**config.mk**
```make
export PLATFORM = sky130hd
export DESIGN_NAME = coherent_pulse_run_detector
export DESIGN_NICKNAME = d
export VERILOG_FILES = /design/src/rtl/core/cprd_pkg.sv /design/src/rtl/core/coherent_pulse_run_detector.sv
export SDC_FILE = /design/constraint.sdc
export NUM_CORES = 2
export LEC_CHECK = 0
export CAP_MARGIN = 20
export CORE_MARGIN = 3
export CORE_UTILIZATION = 55
export DETAILED_ROUTE_END_ITERATION = 6
export DONT_BUFFER_PORTS = 1
export GPL_ROUTABILITY_DRIVEN = 0
export GPL_TIMING_DRIVEN = 0
export HOLD_SLACK_MARGIN = 0.15
export PLACE_DENSITY_LB_ADDON = 0.25
export SETUP_SLACK_MARGIN = 0.5
export SLEW_MARGIN = 25
export SYNTH_ARGS = -nofsm -noshare
export SYNTH_HDL_FRONTEND = slang
export SYNTH_SLANG_ARGS = --single-unit
export TNS_END_PERCENT = 1
```
**constraint.sdc**
```tcl
create_clock -name clock -period 12.03 [get_ports clock]
set_clock_uncertainty 0.1 [all_clocks]
set_input_delay 1.8045 -clock clock [delete_from_list [all_inputs] [get_ports clock]]
set_output_delay 1.8045 -clock clock [all_outputs]
set_load 0.05 [all_outputs]
```
**src/rtl/core/cprd_pkg.sv**
```systemverilog
// constants, widths and state type shared by the coherent pulse run detector
`default_nettype none

package cprd_pkg;

   localparam int CLASSES   = 3;
   localparam int ENTRIES   = 2 * CLASSES;
   localparam int ENT_W     = $clog2(ENTRIES);

   localparam int DUR_IN_W  = 24;
   localparam int AVG_W     = 16;
   localparam int CNT_W     = 10;
   localparam int IDX_W     = 16;
   localparam int PROD_W    = AVG_W + CNT_W;
   localparam int DVD_W     = PROD_W + 1;
   localparam int DVS_W     = CNT_W + 1;
   localparam int MATCH_W   = AVG_W + 4;
   localparam int STEP_W    = $clog2(DVD_W);

   localparam int REQ_DATA_W = 32;
   localparam int RSP_DATA_W = 48;
   localparam int CSR_ADDR_W = 2;
   localparam int CSR_DATA_W = 16;

   localparam logic [CSR_ADDR_W-1:0] REG_MIN_DURATION = 2'd0;
   localparam logic [CSR_ADDR_W-1:0] REG_MAX_DURATION = 2'd1;
   localparam logic [CSR_ADDR_W-1:0] REG_MAX_RUN      = 2'd2;
   localparam logic [CSR_ADDR_W-1:0] REG_MIN_RUN      = 2'd3;

   localparam logic [AVG_W-1:0] MIN_DURATION_RST = 16'd40;
   localparam logic [AVG_W-1:0] MAX_DURATION_RST = 16'd4000;
   localparam logic [CNT_W-1:0] MAX_RUN_RST      = 10'd500;
   localparam logic [CNT_W-1:0] MIN_RUN_RST      = 10'd13;

   localparam logic [CNT_W-1:0]   CNT_MAX        = 10'd1023;
   localparam logic [CNT_W-1:0]   MIN_FULL_COUNT = 10'd3;
   localparam logic [MATCH_W-1:0] TOL_DIV        = 20'd10;

   typedef enum logic [3:0] {
      ST_IDLE,
      ST_CHECK,
      ST_WIN,
      ST_MATCH,
      ST_MUL,
      ST_ADD,
      ST_DIV,
      ST_WRITE,
      ST_JOINED,
      ST_SCAN,
      ST_CLOSE,
      ST_OUT
   } state_type;

endpackage

`default_nettype wire

```
**src/rtl/core/coherent_pulse_run_detector.sv**
```systemverilog
// coherent pulse run detector: class matching, serial averaging and run reporting
`default_nettype none

// One request carries one pulse and gives exactly one response. A pulse that joins an
// existing duration class is tried against one class per cycle, then passes through a
// bit-serial multiply of the class average by its count and a restoring divide for the
// new average. Closing a run adds a one-entry-per-cycle scan for the shortest class
// average.
// A new request is taken once the previous one has finished; its response may still be
// waiting in the output register.
module coherent_pulse_run_detector (
   input  wire                                  clock,
   input  wire                                  reset,
   input  wire                                  req_tvalid,
   output logic                                 req_tready,
   // duration [23:0], clear_best [24], zero [31:25]
   input  wire  [cprd_pkg::REQ_DATA_W-1:0]      req_tdata,
   // level
   input  wire                                  req_tuser,
   // end_of_capture
   input  wire                                  req_tlast,
   output logic                                 rsp_tvalid,
   input  wire                                  rsp_tready,
   // accepted [0], run_length [10:1], run_start [26:11], shortest_pulse [42:27],
   // new_best [43], zero [47:44]
   output logic [cprd_pkg::RSP_DATA_W-1:0]      rsp_tdata,
   // run_done
   output logic                                 rsp_tlast,
   input  wire                                  csr_we,
   input  wire  [cprd_pkg::CSR_ADDR_W-1:0]      csr_addr,
   input  wire  [cprd_pkg::CSR_DATA_W-1:0]      csr_wdata
);

   import cprd_pkg::*;

   state_type state_ff, state_in;
   state_type ret_ff, ret_in;

   logic [AVG_W-1:0] min_dur_ff, min_dur_in;
   logic [AVG_W-1:0] max_dur_ff, max_dur_in;
   logic [CNT_W-1:0] max_run_ff, max_run_in;
   logic [CNT_W-1:0] min_run_ff, min_run_in;

   logic [AVG_W-1:0] avg_ff [ENTRIES];
   logic [AVG_W-1:0] avg_in [ENTRIES];
   logic [CNT_W-1:0] cnt_ff [ENTRIES];
   logic [CNT_W-1:0] cnt_in [ENTRIES];

   logic [CNT_W-1:0] run_len_ff, run_len_in;
   logic [IDX_W-1:0] run_start_ff, run_start_in;
   logic [IDX_W-1:0] pidx_ff, pidx_in;
   logic [CNT_W-1:0] best_ff, best_in;

   logic                closed_ff, closed_in;
   logic                lvl_ff, lvl_in;
   logic                eoc_ff, eoc_in;
   logic [DUR_IN_W-1:0] dur_ff, dur_in;
   logic [ENT_W-1:0]    idx_ff, idx_in;
   logic [STEP_W-1:0]   step_ff, step_in;
   logic [AVG_W-1:0]    wavg_ff, wavg_in;
   logic [CNT_W-1:0]    wcnt_ff, wcnt_in;
   logic [CNT_W-1:0]    mq_ff, mq_in;
   logic [DVD_W-1:0]    acc_ff, acc_in;
   logic [DVS_W-1:0]    rem_ff, rem_in;
   logic [AVG_W-1:0]    scan_min_ff, scan_min_in;

   logic             res_acc_ff, res_acc_in;
   logic             res_done_ff, res_done_in;
   logic [CNT_W-1:0] res_len_ff, res_len_in;
   logic [IDX_W-1:0] res_start_ff, res_start_in;
   logic [AVG_W-1:0] res_short_ff, res_short_in;
   logic             res_best_ff, res_best_in;

   logic             rsp_valid_ff, rsp_valid_in;
   logic             rsp_acc_ff, rsp_acc_in;
   logic             rsp_done_ff, rsp_done_in;
   logic [CNT_W-1:0] rsp_len_ff, rsp_len_in;
   logic [IDX_W-1:0] rsp_start_ff, rsp_start_in;
   logic [AVG_W-1:0] rsp_short_ff, rsp_short_in;
   logic             rsp_best_ff, rsp_best_in;

   logic [AVG_W-1:0]   rd_avg;
   logic [CNT_W-1:0]   rd_cnt;
   logic [AVG_W-1:0]   dur16;
   logic [AVG_W-1:0]   diff;
   logic [AVG_W:0]     diff_inc;
   logic [MATCH_W-1:0] tol;
   logic               is_match;
   logic [CNT_W-1:0]   limit;
   logic               in_window;
   logic [DVS_W-1:0]   divisor;
   logic [DVS_W:0]     rem_try;
   logic               rem_ge;
   logic [DVS_W:0]     rem_sub;
   logic [CNT_W:0]     new_len;
   logic               new_best;
   logic               scan_take;
   logic               out_free;

   assign rd_avg    = avg_ff[idx_ff];
   assign rd_cnt    = cnt_ff[idx_ff];
   assign dur16     = dur_ff[AVG_W-1:0];
   assign diff      = (dur16 > rd_avg) ? (dur16 - rd_avg) : (rd_avg - dur16);
   assign diff_inc  = {1'b0, diff} + (AVG_W+1)'(1);
   assign tol       = MATCH_W'(diff_inc) * TOL_DIV;
   assign is_match  = tol <= MATCH_W'(rd_avg);
   assign limit     = (max_run_ff == '0) ? CNT_W'(1) : max_run_ff;
   assign in_window = (dur_ff >= DUR_IN_W'(min_dur_ff)) && (dur_ff <= DUR_IN_W'(max_dur_ff));
   assign divisor   = {1'b0, wcnt_ff} + DVS_W'(1);
   assign rem_try   = {rem_ff, acc_ff[DVD_W-1]};
   assign rem_ge    = rem_try >= {1'b0, divisor};
   assign rem_sub   = rem_try - {1'b0, divisor};
   assign new_len   = {1'b0, run_len_ff} + (CNT_W+1)'(1);
   assign new_best  = (run_len_ff > min_run_ff) && (run_len_ff > best_ff);
   assign scan_take = (rd_avg != '0) && (rd_cnt >= MIN_FULL_COUNT)
                      && ((scan_min_ff == '0) || (rd_avg < scan_min_ff));
   assign out_free  = !rsp_valid_ff || rsp_tready;

   assign req_tready = (state_ff == ST_IDLE);
   assign rsp_tvalid = rsp_valid_ff;
   assign rsp_tlast  = rsp_done_ff;
   assign rsp_tdata  = {4'b0, rsp_best_ff, rsp_short_ff, rsp_start_ff, rsp_len_ff, rsp_acc_ff};

   always_comb begin
      state_in     = state_ff;
      ret_in       = ret_ff;
      min_dur_in   = min_dur_ff;
      max_dur_in   = max_dur_ff;
      max_run_in   = max_run_ff;
      min_run_in   = min_run_ff;
      avg_in       = avg_ff;
      cnt_in       = cnt_ff;
      run_len_in   = run_len_ff;
      run_start_in = run_start_ff;
      pidx_in      = pidx_ff;
      best_in      = best_ff;
      closed_in    = closed_ff;
      lvl_in       = lvl_ff;
      eoc_in       = eoc_ff;
      dur_in       = dur_ff;
      idx_in       = idx_ff;
      step_in      = step_ff;
      wavg_in      = wavg_ff;
      wcnt_in      = wcnt_ff;
      mq_in        = mq_ff;
      acc_in       = acc_ff;
      rem_in       = rem_ff;
      scan_min_in  = scan_min_ff;
      res_acc_in   = res_acc_ff;
      res_done_in  = res_done_ff;
      res_len_in   = res_len_ff;
      res_start_in = res_start_ff;
      res_short_in = res_short_ff;
      res_best_in  = res_best_ff;
      rsp_valid_in = rsp_tready ? 1'b0 : rsp_valid_ff;
      rsp_acc_in   = rsp_acc_ff;
      rsp_done_in  = rsp_done_ff;
      rsp_len_in   = rsp_len_ff;
      rsp_start_in = rsp_start_ff;
      rsp_short_in = rsp_short_ff;
      rsp_best_in  = rsp_best_ff;

      if (csr_we) begin
         unique case (csr_addr)
            REG_MIN_DURATION: min_dur_in = csr_wdata[AVG_W-1:0];
            REG_MAX_DURATION: max_dur_in = csr_wdata[AVG_W-1:0];
            REG_MAX_RUN:      max_run_in = csr_wdata[CNT_W-1:0];
            REG_MIN_RUN:      min_run_in = csr_wdata[CNT_W-1:0];
            default:          ;
         endcase
      end

      unique case (state_ff)
         ST_IDLE: begin
            if (req_tvalid) begin
               lvl_in       = req_tuser;
               eoc_in       = req_tlast;
               dur_in       = req_tdata[DUR_IN_W-1:0];
               closed_in    = 1'b0;
               res_acc_in   = 1'b0;
               res_done_in  = 1'b0;
               res_len_in   = '0;
               res_start_in = '0;
               res_short_in = '0;
               res_best_in  = 1'b0;
               if (req_tdata[DUR_IN_W]) begin
                  best_in = '0;
               end
               state_in = ST_CHECK;
            end
         end
         ST_CHECK: begin
            if (eoc_ff) begin
               if (run_len_ff != '0) begin
                  ret_in      = ST_OUT;
                  idx_in      = '0;
                  scan_min_in = '0;
                  state_in    = ST_SCAN;
               end else begin
                  state_in = ST_OUT;
               end
            end else if ((run_len_ff != '0) && (run_len_ff >= limit)) begin
               closed_in   = 1'b1;
               ret_in      = ST_WIN;
               idx_in      = '0;
               scan_min_in = '0;
               state_in    = ST_SCAN;
            end else begin
               state_in = ST_WIN;
            end
         end
         ST_WIN: begin
            if (!in_window) begin
               if (run_len_ff != '0) begin
                  ret_in      = ST_OUT;
                  idx_in      = '0;
                  scan_min_in = '0;
                  state_in    = ST_SCAN;
               end else begin
                  state_in = ST_OUT;
               end
            end else begin
               idx_in   = ENT_W'(lvl_ff);
               state_in = ST_MATCH;
            end
         end
         ST_MATCH: begin
            if (rd_cnt == '0) begin
               avg_in[idx_ff] = dur16;
               cnt_in[idx_ff] = CNT_W'(1);
               state_in       = ST_JOINED;
            end else if (is_match) begin
               wavg_in  = rd_avg;
               wcnt_in  = rd_cnt;
               mq_in    = rd_cnt;
               acc_in   = '0;
               step_in  = '0;
               state_in = ST_MUL;
            end else if (int'(idx_ff) >= ENTRIES - 2) begin
               // no class fits: close the run, then start a new one with this pulse
               closed_in   = 1'b1;
               ret_in      = ST_MATCH;
               idx_in      = '0;
               scan_min_in = '0;
               state_in    = ST_SCAN;
            end else begin
               idx_in = idx_ff + ENT_W'(2);
            end
         end
         ST_MUL: begin
            acc_in  = (acc_ff << 1) + (mq_ff[CNT_W-1] ? DVD_W'(wavg_ff) : '0);
            mq_in   = mq_ff << 1;
            step_in = step_ff + STEP_W'(1);
            if (step_ff == STEP_W'(CNT_W - 1)) begin
               state_in = ST_ADD;
            end
         end
         ST_ADD: begin
            acc_in   = acc_ff + DVD_W'(dur16);
            rem_in   = '0;
            step_in  = '0;
            state_in = ST_DIV;
         end
         ST_DIV: begin
            rem_in  = rem_ge ? rem_sub[DVS_W-1:0] : rem_try[DVS_W-1:0];
            acc_in  = {acc_ff[DVD_W-2:0], rem_ge};
            step_in = step_ff + STEP_W'(1);
            if (step_ff == STEP_W'(DVD_W - 1)) begin
               state_in = ST_WRITE;
            end
         end
         ST_WRITE: begin
            avg_in[idx_ff] = acc_ff[AVG_W-1:0];
            cnt_in[idx_ff] = (wcnt_ff == CNT_MAX) ? wcnt_ff : wcnt_ff + CNT_W'(1);
            state_in       = ST_JOINED;
         end
         ST_JOINED: begin
            if (run_len_ff == '0) begin
               run_start_in = pidx_ff;
            end
            run_len_in = new_len[CNT_W-1:0];
            res_acc_in = 1'b1;
            if (!closed_ff && (new_len >= {1'b0, limit})) begin
               ret_in      = ST_OUT;
               idx_in      = '0;
               scan_min_in = '0;
               state_in    = ST_SCAN;
            end else begin
               state_in = ST_OUT;
            end
         end
         ST_SCAN: begin
            if (scan_take) begin
               scan_min_in = rd_avg;
            end
            if (int'(idx_ff) == ENTRIES - 1) begin
               state_in = ST_CLOSE;
            end else begin
               idx_in = idx_ff + ENT_W'(1);
            end
         end
         ST_CLOSE: begin
            res_done_in  = 1'b1;
            res_len_in   = run_len_ff;
            res_start_in = run_start_ff;
            res_short_in = scan_min_ff;
            res_best_in  = new_best;
            if (new_best) begin
               best_in = run_len_ff;
            end
            for (int e = 0; e < ENTRIES; e++) begin
               avg_in[e] = '0;
               cnt_in[e] = '0;
            end
            run_len_in = '0;
            idx_in     = ENT_W'(lvl_ff);
            state_in   = ret_ff;
         end
         ST_OUT: begin
            if (out_free) begin
               rsp_valid_in = 1'b1;
               rsp_acc_in   = res_acc_ff;
               rsp_done_in  = res_done_ff;
               rsp_len_in   = res_len_ff;
               rsp_start_in = res_start_ff;
               rsp_short_in = res_short_ff;
               rsp_best_in  = res_best_ff;
               if (!eoc_ff) begin
                  pidx_in = pidx_ff + IDX_W'(1);
               end
               state_in = ST_IDLE;
            end
         end
         default: begin
            state_in = ST_IDLE;
         end
      endcase
   end

   always_ff @(posedge clock) begin
      if (reset) begin
         state_ff     <= ST_IDLE;
         ret_ff       <= ST_OUT;
         min_dur_ff   <= MIN_DURATION_RST;
         max_dur_ff   <= MAX_DURATION_RST;
         max_run_ff   <= MAX_RUN_RST;
         min_run_ff   <= MIN_RUN_RST;
         avg_ff       <= '{default: '0};
         cnt_ff       <= '{default: '0};
         run_len_ff   <= '0;
         run_start_ff <= '0;
         pidx_ff      <= '0;
         best_ff      <= '0;
         closed_ff    <= 1'b0;
         rsp_valid_ff <= 1'b0;
      end else begin
         state_ff     <= state_in;
         ret_ff       <= ret_in;
         min_dur_ff   <= min_dur_in;
         max_dur_ff   <= max_dur_in;
         max_run_ff   <= max_run_in;
         min_run_ff   <= min_run_in;
         avg_ff       <= avg_in;
         cnt_ff       <= cnt_in;
         run_len_ff   <= run_len_in;
         run_start_ff <= run_start_in;
         pidx_ff      <= pidx_in;
         best_ff      <= best_in;
         closed_ff    <= closed_in;
         rsp_valid_ff <= rsp_valid_in;
      end
   end

   always_ff @(posedge clock) begin
      lvl_ff       <= lvl_in;
      eoc_ff       <= eoc_in;
      dur_ff       <= dur_in;
      idx_ff       <= idx_in;
      step_ff      <= step_in;
      wavg_ff      <= wavg_in;
      wcnt_ff      <= wcnt_in;
      mq_ff        <= mq_in;
      acc_ff       <= acc_in;
      rem_ff       <= rem_in;
      scan_min_ff  <= scan_min_in;
      res_acc_ff   <= res_acc_in;
      res_done_ff  <= res_done_in;
      res_len_ff   <= res_len_in;
      res_start_ff <= res_start_in;
      res_short_ff <= res_short_in;
      res_best_ff  <= res_best_in;
      rsp_acc_ff   <= rsp_acc_in;
      rsp_done_ff  <= rsp_done_in;
      rsp_len_ff   <= rsp_len_in;
      rsp_start_ff <= rsp_start_in;
      rsp_short_ff <= rsp_short_in;
      rsp_best_ff  <= rsp_best_in;
   end

   // a response is only ever loaded from the output state
   a_rsp_from_out: assert property (@(posedge clock) disable iff (reset)
      $rose(rsp_valid_ff) |-> $past(state_ff == ST_OUT))
      else $error("response loaded outside output state");

   // a closed run is never empty
   a_done_nonempty: assert property (@(posedge clock) disable iff (reset)
      (rsp_valid_ff && rsp_done_ff) |-> (rsp_len_ff != '0))
      else $error("closed run reported with zero length");

   // averaging only runs on a class that already holds pulses
   a_mul_nonzero: assert property (@(posedge clock) disable iff (reset)
      (state_ff == ST_MUL) |-> (wcnt_ff != '0))
      else $error("average update on an empty class");

endmodule

`default_nettype wire

```
# --- Word level (Yosys, flattened, before mapping) ---
# Index checks and enable logic that the tools add are counted.
word_totals:
  out_inout_bits: 51
  inputBits: 57
  latch_bits: 0
  regBits: 484
  romBits: 0
  ramBits: 0
  mem_count: 0
op_classes:
  order_cmp: 14
  mux: 98
  n_reduce_logical: 53
  n_shift: 0
  bitwise: 6
  eq_ne: 38
  div_mod_pow: 0
  n_addsub: 13
  n_mul: 1
ops:
  columns: ["cell", "count"]
  rows:
  - ["$pmux 96 s3", 1]
  - ["$mux 16", 15]
  - ["$bwmux 96", 2]
  - ["$pmux 60 s3", 1]
  - ["$mux 10", 11]
  - ["$pmux 27 s4", 1]
  - ["$mux 96", 1]
  - ["$pmux 10 s2", 4]
  - ["$pmux 16 s5", 1]
  - ["$mux 4", 19]
  - ["$pmux 16 s2", 2]
  - ["$bwmux 60", 1]
  - ["$mux 60", 1]
  - ["$add 27x16->27", 2]
  - ["$and 54x54->54", 1]
  - ["$mux 27", 2]
  - ["$not 54->54", 1]
  - ["$bmux 16 s3", 1]
  - ["$demux 16 s3", 1]
  - ["$pmux 4 s12", 1]
  - ["$ne 2x2->1 const B", 17]
  - ["$sub 16x16->16", 2]
  - ["$bmux 10 s3", 1]
  - ["$demux 10 s3", 1]
  - ["other kinds (70)", 133]

# --- Depth between registers and ports, before layout ---
depth:
  depth_word: 12
  mapped_depth: 43

# --- Worst setup path after synthesis ---
# Ideal clock, no wire load.
synth_path:
  path_type: "reg-to-reg"
  start: "register idx_ff[2]"
  end: "register wavg_ff[0], enable pin"
  synth_period_minus_slack_ns: 10.126
  arrival_ns: 9.608
  setup_ns: 0.418
  path_stages_with_launch: 35
  path_slack_ns: 1.904
  path_cell_list: "edfxtp_1 buf_1 buf_2 buf_1 nor3_1 clkbuf_1 a22oi_1 nand3_1 ha_1 buf_2 and3_1 a311o_1 o21ai_2 mux2i_1 xnor2_2 nand4_1 nor2_1 xnor2_1 ha_1 ha_1 o21a_1 a2111oi_0 o31ai_1 a21oi_1 inv_1 a21oi_1 xnor2_1 ha_1 nand4_1 or4_1 nor3_1 o211ai_1 nor3b_1 o41ai_2 a21oi_1"
synth_between:
  elab_chain_cells: 10
synth_rtl:
  columns: ["item", "line", "rtl"]
  rows:
  - ["from (decl)", "coherent_pulse_run_detector.sv:58", "logic [ENT_W-1:0] idx_ff, idx_in;"]
  - ["from (signal assigned)", "coherent_pulse_run_detector.sv:378", "idx_ff <= idx_in;"]
  - ["$not 3->4 (implied by the code) *", "coherent_pulse_run_detector.sv:100", "assign rd_avg = avg_ff[idx_ff];"]
  - ["$bmux 16 s3 *", "coherent_pulse_run_detector.sv:100", null]
  - ["$mux 16 (implied by the code) * (2 in a row)", "coherent_pulse_run_detector.sv:100", null]
  - ["via rd_avg[13]", "coherent_pulse_run_detector.sv:82", "logic [AVG_W-1:0] rd_avg;"]
  - ["$sub 16x16->16 / $gt 16x16->1 (equally long branches)", "coherent_pulse_run_detector.sv:103", "assign diff = (dur16 > rd_avg) ? (dur16 - rd_avg) : (rd_avg - dur16);"]
  - ["$mux 16", "coherent_pulse_run_detector.sv:103", null]
  - ["$add 16x1->17", "coherent_pulse_run_detector.sv:104", "assign diff_inc = {1'b0, diff} + (AVG_W+1)'(1);"]
  - ["$mul 17x3->19", "coherent_pulse_run_detector.sv:105", "assign tol = MATCH_W'(diff_inc) * TOL_DIV;"]
  - ["$le 20x16->1 *", "coherent_pulse_run_detector.sv:106", "assign is_match = tol <= MATCH_W'(rd_avg);"]
  - ["$reduce_and 3->1 (no line) *", null, null]
  - ["to (signal assigned)", "coherent_pulse_run_detector.sv:380", "wavg_ff <= wavg_in;"]
  - ["to (decl)", "coherent_pulse_run_detector.sv:60", "logic [AVG_W-1:0] wavg_ff, wavg_in;"]
# The timed path passes the listed nets; every way through them passes the cells marked *. The select of a mux whose other input is x is not followed.
# A chain may end at the register's enable or synchronous reset.

# --- Worst setup path in the final report ---
layout_path:
  start: "register idx_ff[1]"
  end: "register acc_ff[4], enable pin"
layout_between:
  elab_chain_cells: 11
layout_rtl:
  columns: ["item", "line", "rtl"]
  rows:
  - ["$not 3->4 (implied by the code) *", "coherent_pulse_run_detector.sv:100", null]
  - ["$bmux 16 s3 *", "coherent_pulse_run_detector.sv:100", null]
  - ["$mux 16 (implied by the code) * (2 in a row)", "coherent_pulse_run_detector.sv:100", null]
  - ["via rd_avg[8]", "coherent_pulse_run_detector.sv:82", null]
  - ["$sub 16x16->16 / $gt 16x16->1 (equally long branches)", "coherent_pulse_run_detector.sv:103", null]
  - ["$mux 16", "coherent_pulse_run_detector.sv:103", null]
  - ["$add 16x1->17", "coherent_pulse_run_detector.sv:104", null]
  - ["$mul 17x3->19", "coherent_pulse_run_detector.sv:105", null]
  - ["$le 20x16->1 *", "coherent_pulse_run_detector.sv:106", null]
  - ["$ne 2x2->1 (no line) *", null, null]
  - ["$reduce_and 3->1 (no line) *", null, null]
  - ["to (signal assigned)", "coherent_pulse_run_detector.sv:383", "acc_ff <= acc_in;"]
  - ["to (decl)", "coherent_pulse_run_detector.sv:63", "logic [DVD_W-1:0] acc_ff, acc_in;"]
# Marked as above.

==> impl_metrics.ini <==
[clocking]
clock_sink_count = 484
numCtsBuffers = 52
clock-root-buffer = sky130_fd_sc_hd__clkbuf_16
clock_latency_on_the_worst_skew_pair_ps = 610
clock_tree_from_tritoncts = built
htree_num_levels = 2
path_clk_slew_ps = 70
max-clock-path-buffers = 3

[synth]
netlist-cell-type-count = 90
synth_edf_count = 214
synthFlopType = sky130_fd_sc_hd__dfxtp_1
synth_seq_area_share = 0.4297
synth-compound-area-share = 0.1810
synth_largest_area_cell = sky130_fd_sc_hd__edfxtp_1
synth_commonest_cells = sky130_fd_sc_hd__nor2_1, sky130_fd_sc_hd__nand2_1, sky130_fd_sc_hd__dfxtp_1, sky130_fd_sc_hd__edfxtp_1, sky130_fd_sc_hd__ha_1
synth-async-reset-ratio = 0
post-synth-top-count-cell = sky130_fd_sc_hd__nor2_1
synth_top_area_share = 0.2334
yosys_warnings = 0
synthesis.instances = 3019
synth_top_family_by_area = compound AO/OA/AOI/OAI gates
synth_mux_area_frac = 0.02517
synth_xor_xnor_area_share = 0.03903
ys_top_cells_by_area = sky130_fd_sc_hd__edfxtp_1, sky130_fd_sc_hd__dfxtp_1, sky130_fd_sc_hd__ha_1, sky130_fd_sc_hd__nor2_1, sky130_fd_sc_hd__a22oi_1
syn_avg_cell_area_um2 = 9.121
synthAdderAreaFrac = 0.1011
synth_simple_gate_area_frac = 0.1801
syn-cell-area_um2 = 27540
synth_seq_cells = 484

[pwr]
fin_total_pwr_w = 0.006464
power.density_cell_area_nw_per_um2 = 212.2
peak_ir_drop_on_the_vdd_network_mv = 0.3716
static-leakage-power_nw = 12.03

[timing]
finish_stage_setup_viols = 0
timing_hold_violations_final = 0
timing.fmax_ghz = 0.08896
rsz0062_at_grt = no
worst_slew_pin_tran_ps = 1133
final_max_slew_viol_count = 0
max_slew_margin = 0.2387
min_period_over_period = 0.9344
min_period_ps = 11240

[worst_setup_path]
startpoint_type = flop
crit_type = reg -> reg
critical_path_arrival_ps = 11460
crit_top_cell = sky130_fd_sc_hd__ha_1
cpMaxStageDelayCell = sky130_fd_sc_hd__edfxtp_1
capturing_element_type_of_the_critical_path = flop
reg2regPathDepth = 36
cp_slowest_stage_delay_ps = 560
critical_path_fanout_max = 19
worst_ep_required_time_ps = 12240

[place]
place.port_buffers = 0
place_hpwl_um = 62490
placedCellCount = 3690

[global_routing]
first_pass_grt_wire_length_um = 130200
globalRouteTotalUtil = 0.3125
initial_antenna_violation_count = 1
overflow = 0
grt_max_degree = 46
vias_in_the_first_global_route = 23194

[detailed_routing]
vias = 24230
finalWirelength_um = 85740
route.detailed.vias_per_inst = 6.383
drt_iter0_markers = 2761
route.detailed.wl_per_inst_um = 22.59
ant_nets = 0
drt_pass1_iterations = 7
drc = 0

[floorplan]
floorplan.rows = 81
die_height_um = 229.8
coreArea_um2 = 49150
die_span_in_x_um = 229.8
die_footprint_um2 = 52790
floorplan.io_pins = 108
initial_core_util = 0.5602

[layout]
finalNonFillerCells = 3796
area.growth.synth_to_final_pct = 10.64
design.final.nets = 3363
post-route-util = 0.6198
layout-drive-gt1-share = 0.06739

[flow_run]
drv.max_cap_violation_count = 0

[status]
outcome = completed

[worst_hold_path]
hold_path_depth = 0
hold_class = reg -> reg
==> final timing paths <==
check / start / end / slack, ps
worst min-delay path: res_short_ff[4]$_SDFFCE_PN0P_ / rsp_short_ff[4]$_DFFE_PP_ / 310
worst min register to register: res_short_ff[4]$_SDFFCE_PN0P_ / rsp_short_ff[4]$_DFFE_PP_ / 310
worst max-delay path: idx_ff[1]$_DFFE_PP_ / acc_ff[4]$_DFFE_PP_ / 790
worst max register to register: idx_ff[1]$_DFFE_PP_ / acc_ff[4]$_DFFE_PP_ / 790
==> timing repair <==
action / 4_1_cts / 5_1_grt
gates resized for setup: 22 / 18
setup endpoints to repair: 96 / 96
hold buffers: 0 / 0
setup buffers: 1 / 6
pin swaps: 1 / 3
==> power breakdown <==
part	switching, W	internal, W	leakage [nW]	total (W)
Combinational	0.00175	0.00105	6.95	0.00280
Clock	0.000687	0.000911	0.846	0.00160
Sequential	0.000151	0.00191	4.23	0.00207
Total	0.00259	0.00388	12.0	0.00646
==> area by class of cell <==
class | instances | area, um^2
diodes | 1 | 2.502
plain buffers | 160 | 681.9
clock buffers | 73 | 1524
clock inverters | 25 | 187.7
fillers | 3994 | 18690
inverters | 145 | 544.3
multi-input cells | 2233 | 14690
flip-flops and latches | 484 | 11830
well taps | 664 | 830.8
repair buffers | 11 | 171.4
==> cells in the final DEF (no fill, tap or decap), types with 46 or more instances in the layout <==
master,Yosys,layout
sky130_fd_sc_hd__a21oi_1,160,158
sky130_fd_sc_hd__a22oi_1,146,146
sky130_fd_sc_hd__a31oi_1,79,79
sky130_fd_sc_hd__and2_1,46,46
sky130_fd_sc_hd__and3_1,48,48
sky130_fd_sc_hd__clkbuf_1,128,127
sky130_fd_sc_hd__clkbuf_16,0,55
sky130_fd_sc_hd__dfxtp_1,270,270
sky130_fd_sc_hd__edfxtp_1,214,214
sky130_fd_sc_hd__ha_1,213,213
sky130_fd_sc_hd__inv_1,142,141
sky130_fd_sc_hd__nand2_1,282,281
sky130_fd_sc_hd__nand3_1,67,62
sky130_fd_sc_hd__nor2_1,425,422
sky130_fd_sc_hd__o21ai_0,106,104
sky130_fd_sc_hd__xnor2_1,68,67
sky130_fd_sc_hd__xor2_1,51,51
==> kinds of logic (layout without fill, tap and decap cells) <==
group                      Yosys count  in the layout
buffers and inverters              305            414
and+or+nand+nor                   1081           1081
xor gates and xnor gates           121            121
muxes                               59             59
AOI/OAI and AO/OA                  749            749
DFF                                484            484
adders and majority gates          219            219
other                                1              5
==> stage by stage <==
step / cell area [um^2] / worst slack [ps] / hold WS, ps / setup TNS [ps]
after floorplan: 27550 / 1904 / 300.3 / 0
after global placement: 28380 / -2651 / 301.8 / -149400
after detailed placement: 28530 / -672.3 / 307.0 / -35820
after CTS: 30330 / 522.0 / 308.1 / 0
after global routing: 30460 / 515.0 / 310.2 / 0
final: 30460 / 788.6 / 309.3 / 0
==> layer usage <==
layer	routed length, um	track usage	part of all wire	up-vias
li1	-	-	-	11046
met1	33700	0.4127	0.39	11433
met3	8613	0.05278	0.10	381
met5	0	0	0	-
met4	6049	0.1880	0.071	0
met2	37370	0.4832	0.44	1370
==> worst max-delay path, delay by kind of cell (launching register included) <==
kind | cells | cell delay (ps)
AO/OA/AOI/OAI | 12 | 3020
XOR/XNOR | 3 | 680
adder cells (fa/ha/maj) | 4 | 1240
buffers and inverters | 6 | 1620
flip-flops | 1 | 560
multiplexers | 2 | 510
AND/OR/NAND/NOR | 9 | 3160
Note: power is estimated with default switching activity, not from simulation.
